===== config.mk =====
export PLATFORM = sky130hd
export DESIGN_NAME = message_framing_record_parser
export DESIGN_NICKNAME = d
export VERILOG_FILES = /design/src/hdl/mfrp_pkg.sv /design/src/hdl/message_framing_record_parser.sv /design/src/hdl/mfrp_result_fifo.sv
export SDC_FILE = /design/constraint.sdc
export NUM_CORES = 2
export LEC_CHECK = 0
export BUFFER_PORTS_ARGS = -buffer_cell sky130_fd_sc_hd__buf_2
export CAP_MARGIN = 40
export CORE_MARGIN = 1
export CORE_UTILIZATION = 25
export CTS_CLUSTER_SIZE = 20
export DETAILED_ROUTE_END_ITERATION = 8
export PLACE_DENSITY_LB_ADDON = 0.15
export SLEW_MARGIN = 20
export SYNTH_ARGS = -nofsm -noshare
export SYNTH_HDL_FRONTEND = slang
export SYNTH_HIERARCHICAL = 1
export SYNTH_SLANG_ARGS = --single-unit
export TNS_END_PERCENT = 1

===== constraint.sdc =====
create_clock -name clk -period 19.9 [get_ports clk]
set_input_delay 3.98 -clock clk [delete_from_list [all_inputs] [get_ports clk]]
set_output_delay 3.98 -clock clk [all_outputs]
set_load 0.005 [all_outputs]

===== src/hdl/mfrp_pkg.sv =====
`timescale 1ns / 1ps
`default_nettype none
// ----------------------------------------------------------------------------
// mfrp_pkg
// Shared types, codes and helpers of the message framing record parser.
// ----------------------------------------------------------------------------
package mfrp_pkg;

	// Default number of 7-bit groups allowed in a length field.
	localparam int LENGTH_GROUPS_MAX_DEF = 5;
	// Number of groups that can contribute bits to a 32-bit length.
	localparam logic [2:0] LENGTH_GROUP_SLOTS = 3'd5;
	// Reset value of the envelope size limit.
	localparam logic [31:0] MAX_ENVELOPE_RESET = 32'd65536;
	// Depth of the result queue.
	localparam int RESULT_DEPTH = 4;

	// Record type codes.
	localparam logic [3:0] TYPE_VERSION       = 4'd0;
	localparam logic [3:0] TYPE_MODE          = 4'd1;
	localparam logic [3:0] TYPE_VIA           = 4'd2;
	localparam logic [3:0] TYPE_KNOWN_ENC     = 4'd3;
	localparam logic [3:0] TYPE_EXT_ENC       = 4'd4;
	localparam logic [3:0] TYPE_UNSIZED_ENV   = 4'd5;
	localparam logic [3:0] TYPE_SIZED_ENV     = 4'd6;
	localparam logic [3:0] TYPE_FAULT         = 4'd8;
	localparam logic [3:0] TYPE_UPGRADE_REQ   = 4'd9;
	localparam logic [7:0] TYPE_LAST          = 8'h0C;

	// Accepted value ranges of Mode and KnownEncoding.
	localparam logic [7:0] MODE_MIN = 8'd1;
	localparam logic [7:0] MODE_MAX = 8'd4;
	localparam logic [7:0] ENC_MAX  = 8'd8;

	// Result status codes.
	localparam logic [2:0] ST_RECORD   = 3'd0;
	localparam logic [2:0] ST_INVALID  = 3'd1;
	localparam logic [2:0] ST_STOP     = 3'd2;
	localparam logic [2:0] ST_TRAILING = 3'd3;
	localparam logic [2:0] ST_SUMMARY  = 3'd4;

	// One result item.
	typedef struct packed {
		logic [2:0]  status;
		logic [3:0]  record_kind;
		logic [31:0] record_bytes;
		logic [7:0]  value_first;
		logic [7:0]  value_second;
		logic [31:0] payload_length;
		logic [31:0] trailing_offset;
		logic [31:0] parsed_count;
		logic        last_result;
	} result_t;

	// Saturating 32-bit add.
	function automatic logic [31:0] sat_add(input logic [31:0] a, input logic [31:0] b);
		logic [32:0] s;
		s = {1'b0, a} + {1'b0, b};
		return s[32] ? 32'hFFFF_FFFF : s[31:0];
	endfunction

endpackage
`default_nettype wire


===== src/hdl/message_framing_record_parser.sv =====
`timescale 1ns / 1ps
`default_nettype none
// ----------------------------------------------------------------------------
// message_framing_record_parser
// Parses framing records from a byte stream, one byte per transfer, and
// reports records, stops and a frame summary.
//
//   Channel   Signals                              Direction
//   input     in_valid/in_ready, data_byte,        in
//             may_start, last_byte
//   output    out_valid/out_ready, status ...      out
//             last_result
//   config    cfg_write_en, cfg_write_data         in
//
// A byte enters an input register, is parsed there, and its results go
// into a four-entry result queue; one byte per cycle is sustained while
// the queue has room for two results. A last byte can give two results.
// Input is taken whenever the queue has room for two results.
// Reset clears all parse state and sets the envelope limit to 65536.
// ----------------------------------------------------------------------------
module message_framing_record_parser #(
	parameter int LENGTH_GROUPS_MAX = mfrp_pkg::LENGTH_GROUPS_MAX_DEF
) (
	input  wire          clk,
	input  wire          arst_n,
	input  wire          in_valid,
	output logic         in_ready,
	input  wire  [7:0]   data_byte,
	input  wire          may_start,
	input  wire          last_byte,
	output logic         out_valid,
	input  wire          out_ready,
	output logic [2:0]   status,
	output logic [3:0]   record_kind,
	output logic [31:0]  record_bytes,
	output logic [7:0]   value_first,
	output logic [7:0]   value_second,
	output logic [31:0]  payload_length,
	output logic [31:0]  trailing_offset,
	output logic [31:0]  parsed_count,
	output logic         last_result,
	input  wire          cfg_write_en,
	input  wire  [31:0]  cfg_write_data
);

	typedef enum logic [6:0] {
		PH_IDLE      = 7'b0000001,
		PH_VER_MAJOR = 7'b0000010,
		PH_VER_MINOR = 7'b0000100,
		PH_MODE      = 7'b0001000,
		PH_ENC       = 7'b0010000,
		PH_LEN       = 7'b0100000,
		PH_PAYLOAD   = 7'b1000000
	} phase_t;

	// Input register.
	logic         valid_s1;
	logic [7:0]   byte_s1;
	logic         start_s1;
	logic         last_s1;

	// Parse state.
	phase_t       phase_q;
	logic [3:0]   type_q;
	logic [31:0]  acc_q;
	logic [2:0]   grp_q;
	logic [31:0]  rem_q;
	logic [31:0]  rbytes_q;
	logic [31:0]  pos_q;
	logic [31:0]  size_q;
	logic [7:0]   first_q;
	logic         stopped_q;
	logic         trail_seen_q;
	logic [31:0]  trail_start_q;
	logic [31:0]  max_env_q;

	// Next state.
	phase_t       n_phase;
	logic [3:0]   n_type;
	logic [31:0]  n_acc;
	logic [2:0]   n_grp;
	logic [31:0]  n_rem;
	logic [31:0]  n_rbytes;
	logic [31:0]  n_pos;
	logic [31:0]  n_size;
	logic [7:0]   n_first;
	logic         n_stopped;
	logic         n_trail_seen;
	logic [31:0]  n_trail_start;

	// Helpers.
	logic               advance;
	logic               room_two;
	logic [31:0]        pos_inc;
	logic [31:0]        rbytes_inc;
	logic [5:0]         shamt;
	logic [38:0]        grp_val;
	logic               rec_fire;
	logic               main_fire;
	mfrp_pkg::result_t  main_res;
	mfrp_pkg::result_t  sum_res;
	mfrp_pkg::result_t  push_a;
	mfrp_pkg::result_t  head;

	// The input register frees whenever its byte moves on.
	assign advance  = valid_s1 && room_two;
	assign in_ready = !valid_s1 || room_two;

	always_ff @(posedge clk or negedge arst_n) begin
		if (!arst_n) begin
			valid_s1 <= 1'b0;
		end else if (in_ready) begin
			valid_s1 <= in_valid;
		end
	end

	always_ff @(posedge clk) begin
		if (in_ready && in_valid) begin
			byte_s1  <= data_byte;
			start_s1 <= may_start;
			last_s1  <= last_byte;
		end
	end

	// Envelope size limit register.
	always_ff @(posedge clk or negedge arst_n) begin
		if (!arst_n) begin
			max_env_q <= mfrp_pkg::MAX_ENVELOPE_RESET;
		end else if (cfg_write_en) begin
			max_env_q <= cfg_write_data;
		end
	end

	assign pos_inc    = mfrp_pkg::sat_add(pos_q, 32'd1);
	assign rbytes_inc = mfrp_pkg::sat_add(rbytes_q, 32'd1);
	assign shamt      = 6'(grp_q) * 6'd7;
	assign grp_val    = 39'(byte_s1[6:0]) << shamt;

	// One parse step for the byte in the input register.
	always_comb begin
		n_phase       = phase_q;
		n_type        = type_q;
		n_acc         = acc_q;
		n_grp         = grp_q;
		n_rem         = rem_q;
		n_rbytes      = rbytes_q;
		n_pos         = pos_q;
		n_size        = size_q;
		n_first       = first_q;
		n_stopped     = stopped_q;
		n_trail_seen  = trail_seen_q;
		n_trail_start = trail_start_q;
		rec_fire      = 1'b0;
		main_fire     = 1'b0;
		main_res      = '0;
		sum_res       = '0;

		if (!stopped_q) begin
			case (phase_q)
				PH_IDLE: begin
					if (!start_s1) begin
						n_stopped = 1'b1;
					end else if (byte_s1 > mfrp_pkg::TYPE_LAST) begin
						main_fire             = 1'b1;
						main_res.status       = mfrp_pkg::ST_INVALID;
						main_res.record_bytes = 32'd1;
						main_res.value_first  = byte_s1;
						n_stopped             = 1'b1;
					end else begin
						n_type   = byte_s1[3:0];
						n_rbytes = 32'd1;
						n_first  = '0;
						n_acc    = '0;
						n_grp    = '0;
						n_rem    = '0;
						case (byte_s1[3:0])
							mfrp_pkg::TYPE_VERSION:   n_phase = PH_VER_MAJOR;
							mfrp_pkg::TYPE_MODE:      n_phase = PH_MODE;
							mfrp_pkg::TYPE_KNOWN_ENC: n_phase = PH_ENC;
							mfrp_pkg::TYPE_VIA, mfrp_pkg::TYPE_SIZED_ENV,
							mfrp_pkg::TYPE_FAULT, mfrp_pkg::TYPE_UPGRADE_REQ:
								n_phase = PH_LEN;
							mfrp_pkg::TYPE_EXT_ENC, mfrp_pkg::TYPE_UNSIZED_ENV: begin
							end
							default: begin
								rec_fire              = 1'b1;
								main_res.record_kind  = byte_s1[3:0];
								main_res.record_bytes = 32'd1;
							end
						endcase
					end
				end
				PH_VER_MAJOR: begin
					n_first  = byte_s1;
					n_rbytes = 32'd2;
					n_phase  = PH_VER_MINOR;
				end
				PH_VER_MINOR: begin
					rec_fire              = 1'b1;
					main_res.record_kind  = mfrp_pkg::TYPE_VERSION;
					main_res.record_bytes = 32'd3;
					main_res.value_first  = first_q;
					main_res.value_second = byte_s1;
				end
				PH_MODE: begin
					n_phase = PH_IDLE;
					if (byte_s1 inside {[mfrp_pkg::MODE_MIN:mfrp_pkg::MODE_MAX]}) begin
						rec_fire              = 1'b1;
						main_res.record_kind  = mfrp_pkg::TYPE_MODE;
						main_res.record_bytes = 32'd2;
						main_res.value_first  = byte_s1;
					end
				end
				PH_ENC: begin
					n_phase = PH_IDLE;
					if (byte_s1 <= mfrp_pkg::ENC_MAX) begin
						rec_fire              = 1'b1;
						main_res.record_kind  = mfrp_pkg::TYPE_KNOWN_ENC;
						main_res.record_bytes = 32'd2;
						main_res.value_first  = byte_s1;
					end
				end
				PH_LEN: begin
					if (grp_q < mfrp_pkg::LENGTH_GROUP_SLOTS) begin
						n_acc = acc_q | grp_val[31:0];
					end
					n_grp    = grp_q + 3'd1;
					n_rbytes = rbytes_inc;
					if (({1'b0, grp_q} + 4'd1) >= 4'(LENGTH_GROUPS_MAX) || !byte_s1[7]) begin
						if (n_acc == '0) begin
							if (type_q == mfrp_pkg::TYPE_SIZED_ENV) begin
								rec_fire              = 1'b1;
								main_res.record_kind  = type_q;
								main_res.record_bytes = n_rbytes;
							end else begin
								main_fire             = 1'b1;
								main_res.status       = mfrp_pkg::ST_STOP;
								main_res.record_kind  = type_q;
								main_res.record_bytes = n_rbytes;
								n_stopped             = 1'b1;
							end
						end else begin
							n_rem         = n_acc;
							n_trail_start = pos_inc;
							n_phase       = PH_PAYLOAD;
						end
					end
				end
				PH_PAYLOAD: begin
					n_rbytes = rbytes_inc;
					if (rem_q != '0) begin
						n_rem = rem_q - 32'd1;
					end
					if (n_rem == '0) begin
						rec_fire                = 1'b1;
						main_res.record_kind    = type_q;
						main_res.record_bytes   = n_rbytes;
						main_res.payload_length = acc_q;
					end
				end
				default: n_phase = PH_IDLE;
			endcase

			// A finished record returns to idle and adds to the size sum.
			if (rec_fire) begin
				main_fire = 1'b1;
				n_phase   = PH_IDLE;
				n_size    = mfrp_pkg::sat_add(size_q, main_res.record_bytes);
			end

			// Frame end inside a record.
			if (last_s1 && !n_stopped && n_phase != PH_IDLE) begin
				main_fire               = 1'b1;
				main_res                = '0;
				main_res.record_kind    = n_type;
				main_res.record_bytes   = n_rbytes;
				main_res.payload_length = n_acc;
				if ((n_phase == PH_LEN || n_phase == PH_PAYLOAD) &&
				    n_type == mfrp_pkg::TYPE_SIZED_ENV && n_acc > max_env_q) begin
					n_trail_seen             = 1'b1;
					n_trail_start            = (n_phase == PH_LEN) ? pos_inc : n_trail_start;
					main_res.status          = mfrp_pkg::ST_TRAILING;
					main_res.trailing_offset = n_trail_start;
				end else begin
					main_res.status      = mfrp_pkg::ST_STOP;
					main_res.value_first = n_first;
				end
				n_stopped = 1'b1;
			end
		end

		main_res.last_result = !last_s1;

		// Frame summary, then all parse state returns to reset values.
		sum_res.status          = mfrp_pkg::ST_SUMMARY;
		sum_res.trailing_offset = n_trail_seen ? n_trail_start : 32'd0;
		sum_res.parsed_count    = n_trail_seen ? n_trail_start : n_size;
		sum_res.last_result     = 1'b1;

		if (last_s1) begin
			n_phase       = PH_IDLE;
			n_type        = '0;
			n_acc         = '0;
			n_grp         = '0;
			n_rem         = '0;
			n_rbytes      = '0;
			n_pos         = '0;
			n_size        = '0;
			n_first       = '0;
			n_stopped     = 1'b0;
			n_trail_seen  = 1'b0;
			n_trail_start = '0;
		end else begin
			n_pos = pos_inc;
		end
	end

	// Parse state registers.
	always_ff @(posedge clk or negedge arst_n) begin
		if (!arst_n) begin
			phase_q       <= PH_IDLE;
			type_q        <= '0;
			acc_q         <= '0;
			grp_q         <= '0;
			rem_q         <= '0;
			rbytes_q      <= '0;
			pos_q         <= '0;
			size_q        <= '0;
			first_q       <= '0;
			stopped_q     <= 1'b0;
			trail_seen_q  <= 1'b0;
			trail_start_q <= '0;
		end else if (advance) begin
			phase_q       <= n_phase;
			type_q        <= n_type;
			acc_q         <= n_acc;
			grp_q         <= n_grp;
			rem_q         <= n_rem;
			rbytes_q      <= n_rbytes;
			pos_q         <= n_pos;
			size_q        <= n_size;
			first_q       <= n_first;
			stopped_q     <= n_stopped;
			trail_seen_q  <= n_trail_seen;
			trail_start_q <= n_trail_start;
		end
	end

	// Results go in order: record, stop, invalid or trailing first, then the summary.
	assign push_a = main_fire ? main_res : sum_res;

	mfrp_result_fifo u_fifo (
		.clk       (clk),
		.arst_n    (arst_n),
		.push_one  (advance && (main_fire || last_s1)),
		.push_two  (advance && main_fire && last_s1),
		.data_one  (push_a),
		.data_two  (sum_res),
		.room_two  (room_two),
		.out_valid (out_valid),
		.out_ready (out_ready),
		.head      (head)
	);

	assign status          = head.status;
	assign record_kind     = head.record_kind;
	assign record_bytes    = head.record_bytes;
	assign value_first     = head.value_first;
	assign value_second    = head.value_second;
	assign payload_length  = head.payload_length;
	assign trailing_offset = head.trailing_offset;
	assign parsed_count    = head.parsed_count;
	assign last_result     = head.last_result;

	// After the last byte of a frame, parsing starts over.
	a_frame_clear: assert property (@(posedge clk) disable iff (!arst_n)
		advance && last_s1 |=> phase_q == PH_IDLE && !stopped_q && pos_q == '0)
		else $error("state not cleared after frame end");

	// Trailing data is only reported together with a stop.
	a_trail_stop: assert property (@(posedge clk) disable iff (!arst_n)
		trail_seen_q |-> stopped_q)
		else $error("trailing data without stop");

	// The byte position moves only when a byte is parsed.
	a_pos_hold: assert property (@(posedge clk) disable iff (!arst_n)
		!advance |=> $stable(pos_q))
		else $error("byte position moved without a transfer");

endmodule
`default_nettype wire


===== src/hdl/mfrp_result_fifo.sv =====
`timescale 1ns / 1ps
`default_nettype none
// ----------------------------------------------------------------------------
// mfrp_result_fifo
// Small result queue that takes up to two results per cycle and hands out
// one per transfer. Reports room for two more entries.
// ----------------------------------------------------------------------------
module mfrp_result_fifo (
	input  wire                     clk,
	input  wire                     arst_n,
	input  wire                     push_one,
	input  wire                     push_two,
	input  wire mfrp_pkg::result_t  data_one,
	input  wire mfrp_pkg::result_t  data_two,
	output logic                    room_two,
	output logic                    out_valid,
	input  wire                     out_ready,
	output mfrp_pkg::result_t       head
);

	localparam int PW = $clog2(mfrp_pkg::RESULT_DEPTH);
	localparam int CW = PW + 1;

	mfrp_pkg::result_t       mem_q [mfrp_pkg::RESULT_DEPTH];
	logic [PW-1:0]           wr_ptr_q;
	logic [PW-1:0]           rd_ptr_q;
	logic [CW-1:0]           count_q;
	logic                    pop;
	logic [CW-1:0]           n_push;

	// Handshake and occupancy.
	assign out_valid = (count_q != '0);
	assign pop       = out_valid && out_ready;
	assign head      = mem_q[rd_ptr_q];
	assign room_two  = (count_q <= CW'(mfrp_pkg::RESULT_DEPTH - 2));
	assign n_push    = push_two ? CW'(2) : (push_one ? CW'(1) : CW'(0));

	// Entry storage.
	always_ff @(posedge clk) begin
		if (push_one) begin
			mem_q[wr_ptr_q] <= data_one;
		end
		if (push_two) begin
			mem_q[wr_ptr_q + PW'(1)] <= data_two;
		end
	end

	// Pointers and fill count.
	always_ff @(posedge clk or negedge arst_n) begin
		if (!arst_n) begin
			wr_ptr_q <= '0;
			rd_ptr_q <= '0;
			count_q  <= '0;
		end else begin
			wr_ptr_q <= wr_ptr_q + PW'(n_push);
			if (pop) begin
				rd_ptr_q <= rd_ptr_q + PW'(1);
			end
			count_q <= count_q + n_push - (pop ? CW'(1) : CW'(0));
		end
	end

	// The queue never overfills.
	a_count_bound: assert property (@(posedge clk) disable iff (!arst_n)
		count_q <= CW'(mfrp_pkg::RESULT_DEPTH))
		else $error("result queue overfilled");

	// A second entry is written only with a first one.
	a_push_order: assert property (@(posedge clk) disable iff (!arst_n)
		push_two |-> push_one)
		else $error("second result pushed without a first");

endmodule
`default_nettype wire

Word-level counts from Yosys, hierarchy flattened
Memory sizes are Yosys's and may differ from the RTL's.
Index checks and enable logic that the tools add are counted.
Storage, ports and cells
  bits of input ports: 47
  memories: 1
  bits in writable memories: 608
  output and inout port bits: 154
  register bits: 266
  logic and storage cells: 230
Cells by class
  equality and inequality tests: 25
  mux-type cells: 129
  shift-type cells: 1
  $add $sub $neg: 11
  bitwise gates (word level): 1
  multipliers: 1
  reductions and logical operators: 33
  $lt $le $gt $ge: 8
Memory list
  u_fifo.mem_q: depth 4, width 152, read ports 1, clocked after Yosys merged registers in 0, write ports 2, RTL line mfrp_result_fifo.sv:24  | mfrp_pkg::result_t mem_q [mfrp_pkg::RESULT_DEPTH];
Operator list (number)
  32-bit 2-to-1 mux: 42
  152-bit 2-to-1 mux: 3
  36-bit one-hot mux with 6 select lines: 1
  32-bit one-hot mux with 3 select lines: 2
  36-bit 2-to-1 mux: 3
  39-bit 2-to-1 mux: 2
  32-bit by 1-bit adder with 33-bit output (second input constant): 2
  32-bit logical NOT: 2
  32-bit one-hot mux with 2 select lines: 1
  7-bit 2-to-1 mux: 8
  8-bit 2-to-1 mux: 7
  7-bit one-hot mux with 4 select lines: 2
  45-bit 2-to-1 mux: 1
  42-bit 2-to-1 mux: 1
  41-bit 2-to-1 mux: 1
  1-bit 2-to-1 mux: 35
  32-bit by 32-bit adder with 33-bit output: 1
  32-bit greater-than comparator: 1
  32-bit OR: 1
  8-bit one-hot mux with 4 select lines: 1
  32-bit nonzero test: 1
  7-bit by 6-bit left shift with 32-bit output: 1
  32-bit by 1-bit subtractor with 32-bit output (second input constant): 1
  4-bit 2-to-1 mux: 7
  other kinds (46): 82

Logic depth before layout (Yosys ltp)
  depth in word-level cells: 23
  mapped depth: 29
  depth with buffers taken out: 24

By module
The synthesis kept the hierarchy.
By module, submodules not included
  mfrp_result_fifo: times used 1, area an instance 29945.0 um^2, sequential area each 18432.7 um^2, cells an instance 1511
  message_framing_record_parser: times used 1, area an instance 21475.6 um^2, sequential area each 6533.8 um^2, cells an instance 2871

Least setup slack after synthesis
Ideal clock, no wire load.
  kind: register to register
  start point: register rem_q[0]
  end point: memory u_fifo/mem_q[2][0] (netlist bit) (enable)
  slack: 4.760 ns
  buffers on the path: 4
  data arrival time: 14.266 ns
  clock period less this slack: 15.140 ns
  data required time: 19.027 ns
  cell stages (with the launch flop): 20
  cell sequence: dfrtp_1 clkbuf_1 inv_1 ha_1 clkbuf_1 nor2b_1 nand4b_1 or4_1 xor2_1 nand4_1 nor4_4 a31o_2 nor2_1 nor2_4 inv_2 buf_6 buf_2 a21oi_1 nand2b_1 o21ai_0
RTL lines
  from (decl): RTL line message_framing_record_parser.sv:67  | logic [31:0] rem_q;
  from (signal assigned): RTL line message_framing_record_parser.sv:338  | rem_q <= n_rem;
  to (decl): RTL line mfrp_result_fifo.sv:24

==> out/qor.txt <==
fin area = 0.0605 mm²
crit path kind = reg2reg
WP data arrival = 8390 ps
drt drc = 0
Die H = 456 µm
Syn Area/Cell = 11.7 µm²
Worst Skew = 36.5 ps
number of enable flip-flop cells after synthesis = 618
Largest delay share family, worst path = compound AO/OA/AOI/OAI gates
top cells by area, synth = edfxtp_1 36%, dfrtp_1 12%, mux2_2 11%, mux4_2 6.7%, o21ai_0 2.7%
Clk network pwr share = 30.6%
Root Buffer = clkbuf_16
post-synth top area share = 36.1%
worst setup margin = 12000 ps
HPWL Detailed = 123 mm
top-count cell post-synth = edfxtp_1
maxcap violations = 0
RSZ-0062 raised after global routing = false
CP Cell Sequence = or4_4 -> nor4b_2 -> buf_4 -> and4_1 -> o41a_1 -> o211ai_2 -> nor4_4 -> a31oi_2 -> buf_4 -> a31oi_1 -> ha_1 -> nor2b_1 -> o31ai_1 -> a2111oi_0 -> dlymetal6s2s_1 -> o21ai_0 -> buf_4 -> o21ai_0 -> a311o_2 -> buf_12 -> or2_1 -> o221ai_1 -> a21oi_1 -> mux2_2
Hold Path Class = reg2reg
endpoints failing setup = 0
fin crit share = 39.7%
wire per inst = 24.4 µm
Post-CTS Setup Bufs = 0
CTS clock-pin slew for the worst setup and hold paths = 60 ps
CP peak stage delay = 620 ps
Layout Nets = 4979
Final Critical Period = 7900 ps
CP Data Required Time = 20390 ps
total grt overflow = 0
CP max FO = 32
Synth top cells by count = 618 x edfxtp_1, 513 x mux2_2, 357 x nor2_1
Max Slew Vio Count = 0
startpoint types = flip-flop
Net Sw Frac = 34.5%
Cells after Synth = 4382
final wirelength = 186 mm
CP max stage cell = or4_4
Post-synth ARST share = 29.3%
largest net degree at the start of global routing = 83
PortBufs = 200
cell repeated most along the worst path = buf_4
area grow syn2layout = 17.7%
FP Rows = 166
Final Util = 29.6%
Die Footprint = 0.207 mm²
Critical Path End Type = flip-flop
share of cells above drive strength 1 = 26.4%
H-tree Lvls = 3
DRT Pass-1 Iters = 6
vias in the first global route = 38200
status = finished, final reports clean
Reg power frac = 36.2%
Least-Margin Pin Slew = 992 ps
yosys warns = 6
Detail Route Antenna Nets = 0
CTS Buffer Depth = 3
Setup WS pre-CTS = 11440 ps
Distinct cells, synth = 101
Core ar. = 0.205 mm²
hold buffers post-CTS = 0
Slew headroom = 33.8%
Pint = 4.32 mW
vias = 37700
Yosys top cell by area = edfxtp_1
TritonCTS clock tree = built
Synth Flop Type = edfxtp_1
I/O pins = 201
CP bufs+invs = 5
Max Freq = 127 MHz
post-CTS sizing = 0
Switch Pwr = 2.28 mW
CTS Buf Count = 108
First DRT Iteration DRCs = 2799
P_leak = 24.3 nW
post-route setup TNS = 0 ps
sequential element share of the synthesized area = 48.6%
clk_lat worst skew = 760 ps
Final Hold Viols = 0
Via density = 4.94
initial antenna violation count = 5
GR Util All Layers = 17.7%
DP Area = 0.0568 mm²
die extent in x = 456 µm
Mapped Area = 0.0514 mm²
maximum vdd drop = 0.0852 mV
power share of the combinational group = 33.2%
first-pass GRT wire length = 273 mm
starting density of the core = 25.1%
RePlAce Congestion = 0.866
Synth Register Bits = 874
pwr dens = 109 mW/mm²
clk sink count = 874
## placed cells by master (no fill, tap or decap), types with 18 or more instances in the layout
cell,count
a22o_1,82
a31oi_1,53
ha_1,73
xnor2_1,57
xor2_1,28
mux4_2,152
edfxtp_1,618
nand3_1,88
conb_1,352
a21oi_1,243
o21ai_1,19
clkbuf_1,32
nand4_1,33
inv_1,112
o21ai_0,279
buf_4,103
nand2b_1,31
o21a_1,29
and2_1,21
mux2i_1,49
and3_1,66
mux2_1,35
o211ai_1,18
or3_1,21
a21o_1,34
clkinv_1,20
nor4_1,27
clkbuf_16,112
buf_2,202
nor2_1,351
nor3_1,82
nand2_1,346
mux2_4,79
mux2_2,513
dfrtp_1,251
## kinds of logic after synthesis
kind of cell,synth area share (%)
AO/OA/AOI/OAI,11.4
XOR/XNOR,1.45
adder cells (fa/ha/maj),1.85
buffers and inverters,3.94
flip-flops,48.6
multiplexers,21.9
other,0.0146
AND/OR/NAND/NOR,10.9
## metrics by stage
step	power [mW]	instances	hold slack, ps
final	6.60	7641	519
after global routing	6.94	7640	539
after CTS	6.75	7632	520
after detailed placement	4.69	7427	506
after global placement	4.64	7405	506
after floorplan	3.75	4732	470
## registers in the layout (all words and copies together) (netlist names)
signal / flops
acc_q: 32
byte_s1: 8
first_q: 8
grp_q: 3
last_s1: 1
max_env_q: 32
phase_q: 7
pos_q: 32
rbytes_q: 32
rem_q: 32
size_q: 32
start_s1: 1
stopped_q: 1
trail_seen_q: 1
trail_start_q: 32
type_q: 4
u_fifo/count_q: 3
u_fifo/mem_q: 608
u_fifo/rd_ptr_q: 2
u_fifo/wr_ptr_q: 2
valid_s1: 1
## power groups by stage
stage	sequential, mW	combinational [mW]	clock, mW
floorplan	2.45	1.30	0
global placement	2.45	2.20	0
detailed placement	2.43	2.26	0
CTS	2.39	2.26	2.09
global route	2.41	2.38	2.15
finish	2.39	2.19	2.02
## routing by layer
metal,wire [µm],part of all wire (%),vias up,global-route usage [%]
met5,13,0.0070,-,0
li1,-,-,17200,-
met2,89100,48,886,29.3
met4,4580,2.5,2,5.15
met3,7060,3.8,222,2.14
met1,85400,46,19400,24.0
## path summary, 6_finish.rpt
path,to,depth (start not counted),from,slack [ps]
min in group asynchronous,max_env_q[22]$_DFFE_PN0P_,1,arst_n,3220
hold / removal,trail_start_q[29]$_DFFE_PN0P_,2,trail_start_q[29]$_DFFE_PN0P_,520
hold reg to reg,trail_start_q[29]$_DFFE_PN0P_,2,trail_start_q[29]$_DFFE_PN0P_,520
setup reg to reg,u_fifo/mem_q[0][3]$_DFFE_PP_,24,rem_q[2]$_DFFE_PN0P_,12000
max in group asynchronous,u_fifo/rd_ptr_q[1]$_DFFE_PN0P_,5,arst_n,14290
setup / recovery,u_fifo/mem_q[0][3]$_DFFE_PP_,24,rem_q[2]$_DFFE_PN0P_,12000
## tightest hold or removal path, cell delays in order (launching register included)
cell and delay [ps]:
dfrtp_1 380, nand2_1 60, nand2_1 50
## final cells by class
class | instances | area (µm²)
well taps | 2688 | 3360
fillers | 21000 | 144000
flip-flops and latches | 874 | 25000
repair buffers | 328 | 2270
clock inverters | 52 | 518
inverters | 114 | 430
clock buffers | 153 | 3050
diodes | 1 | 2.50
multi-input cells | 3431 | 25900
(Power assumes the default switching activity.)
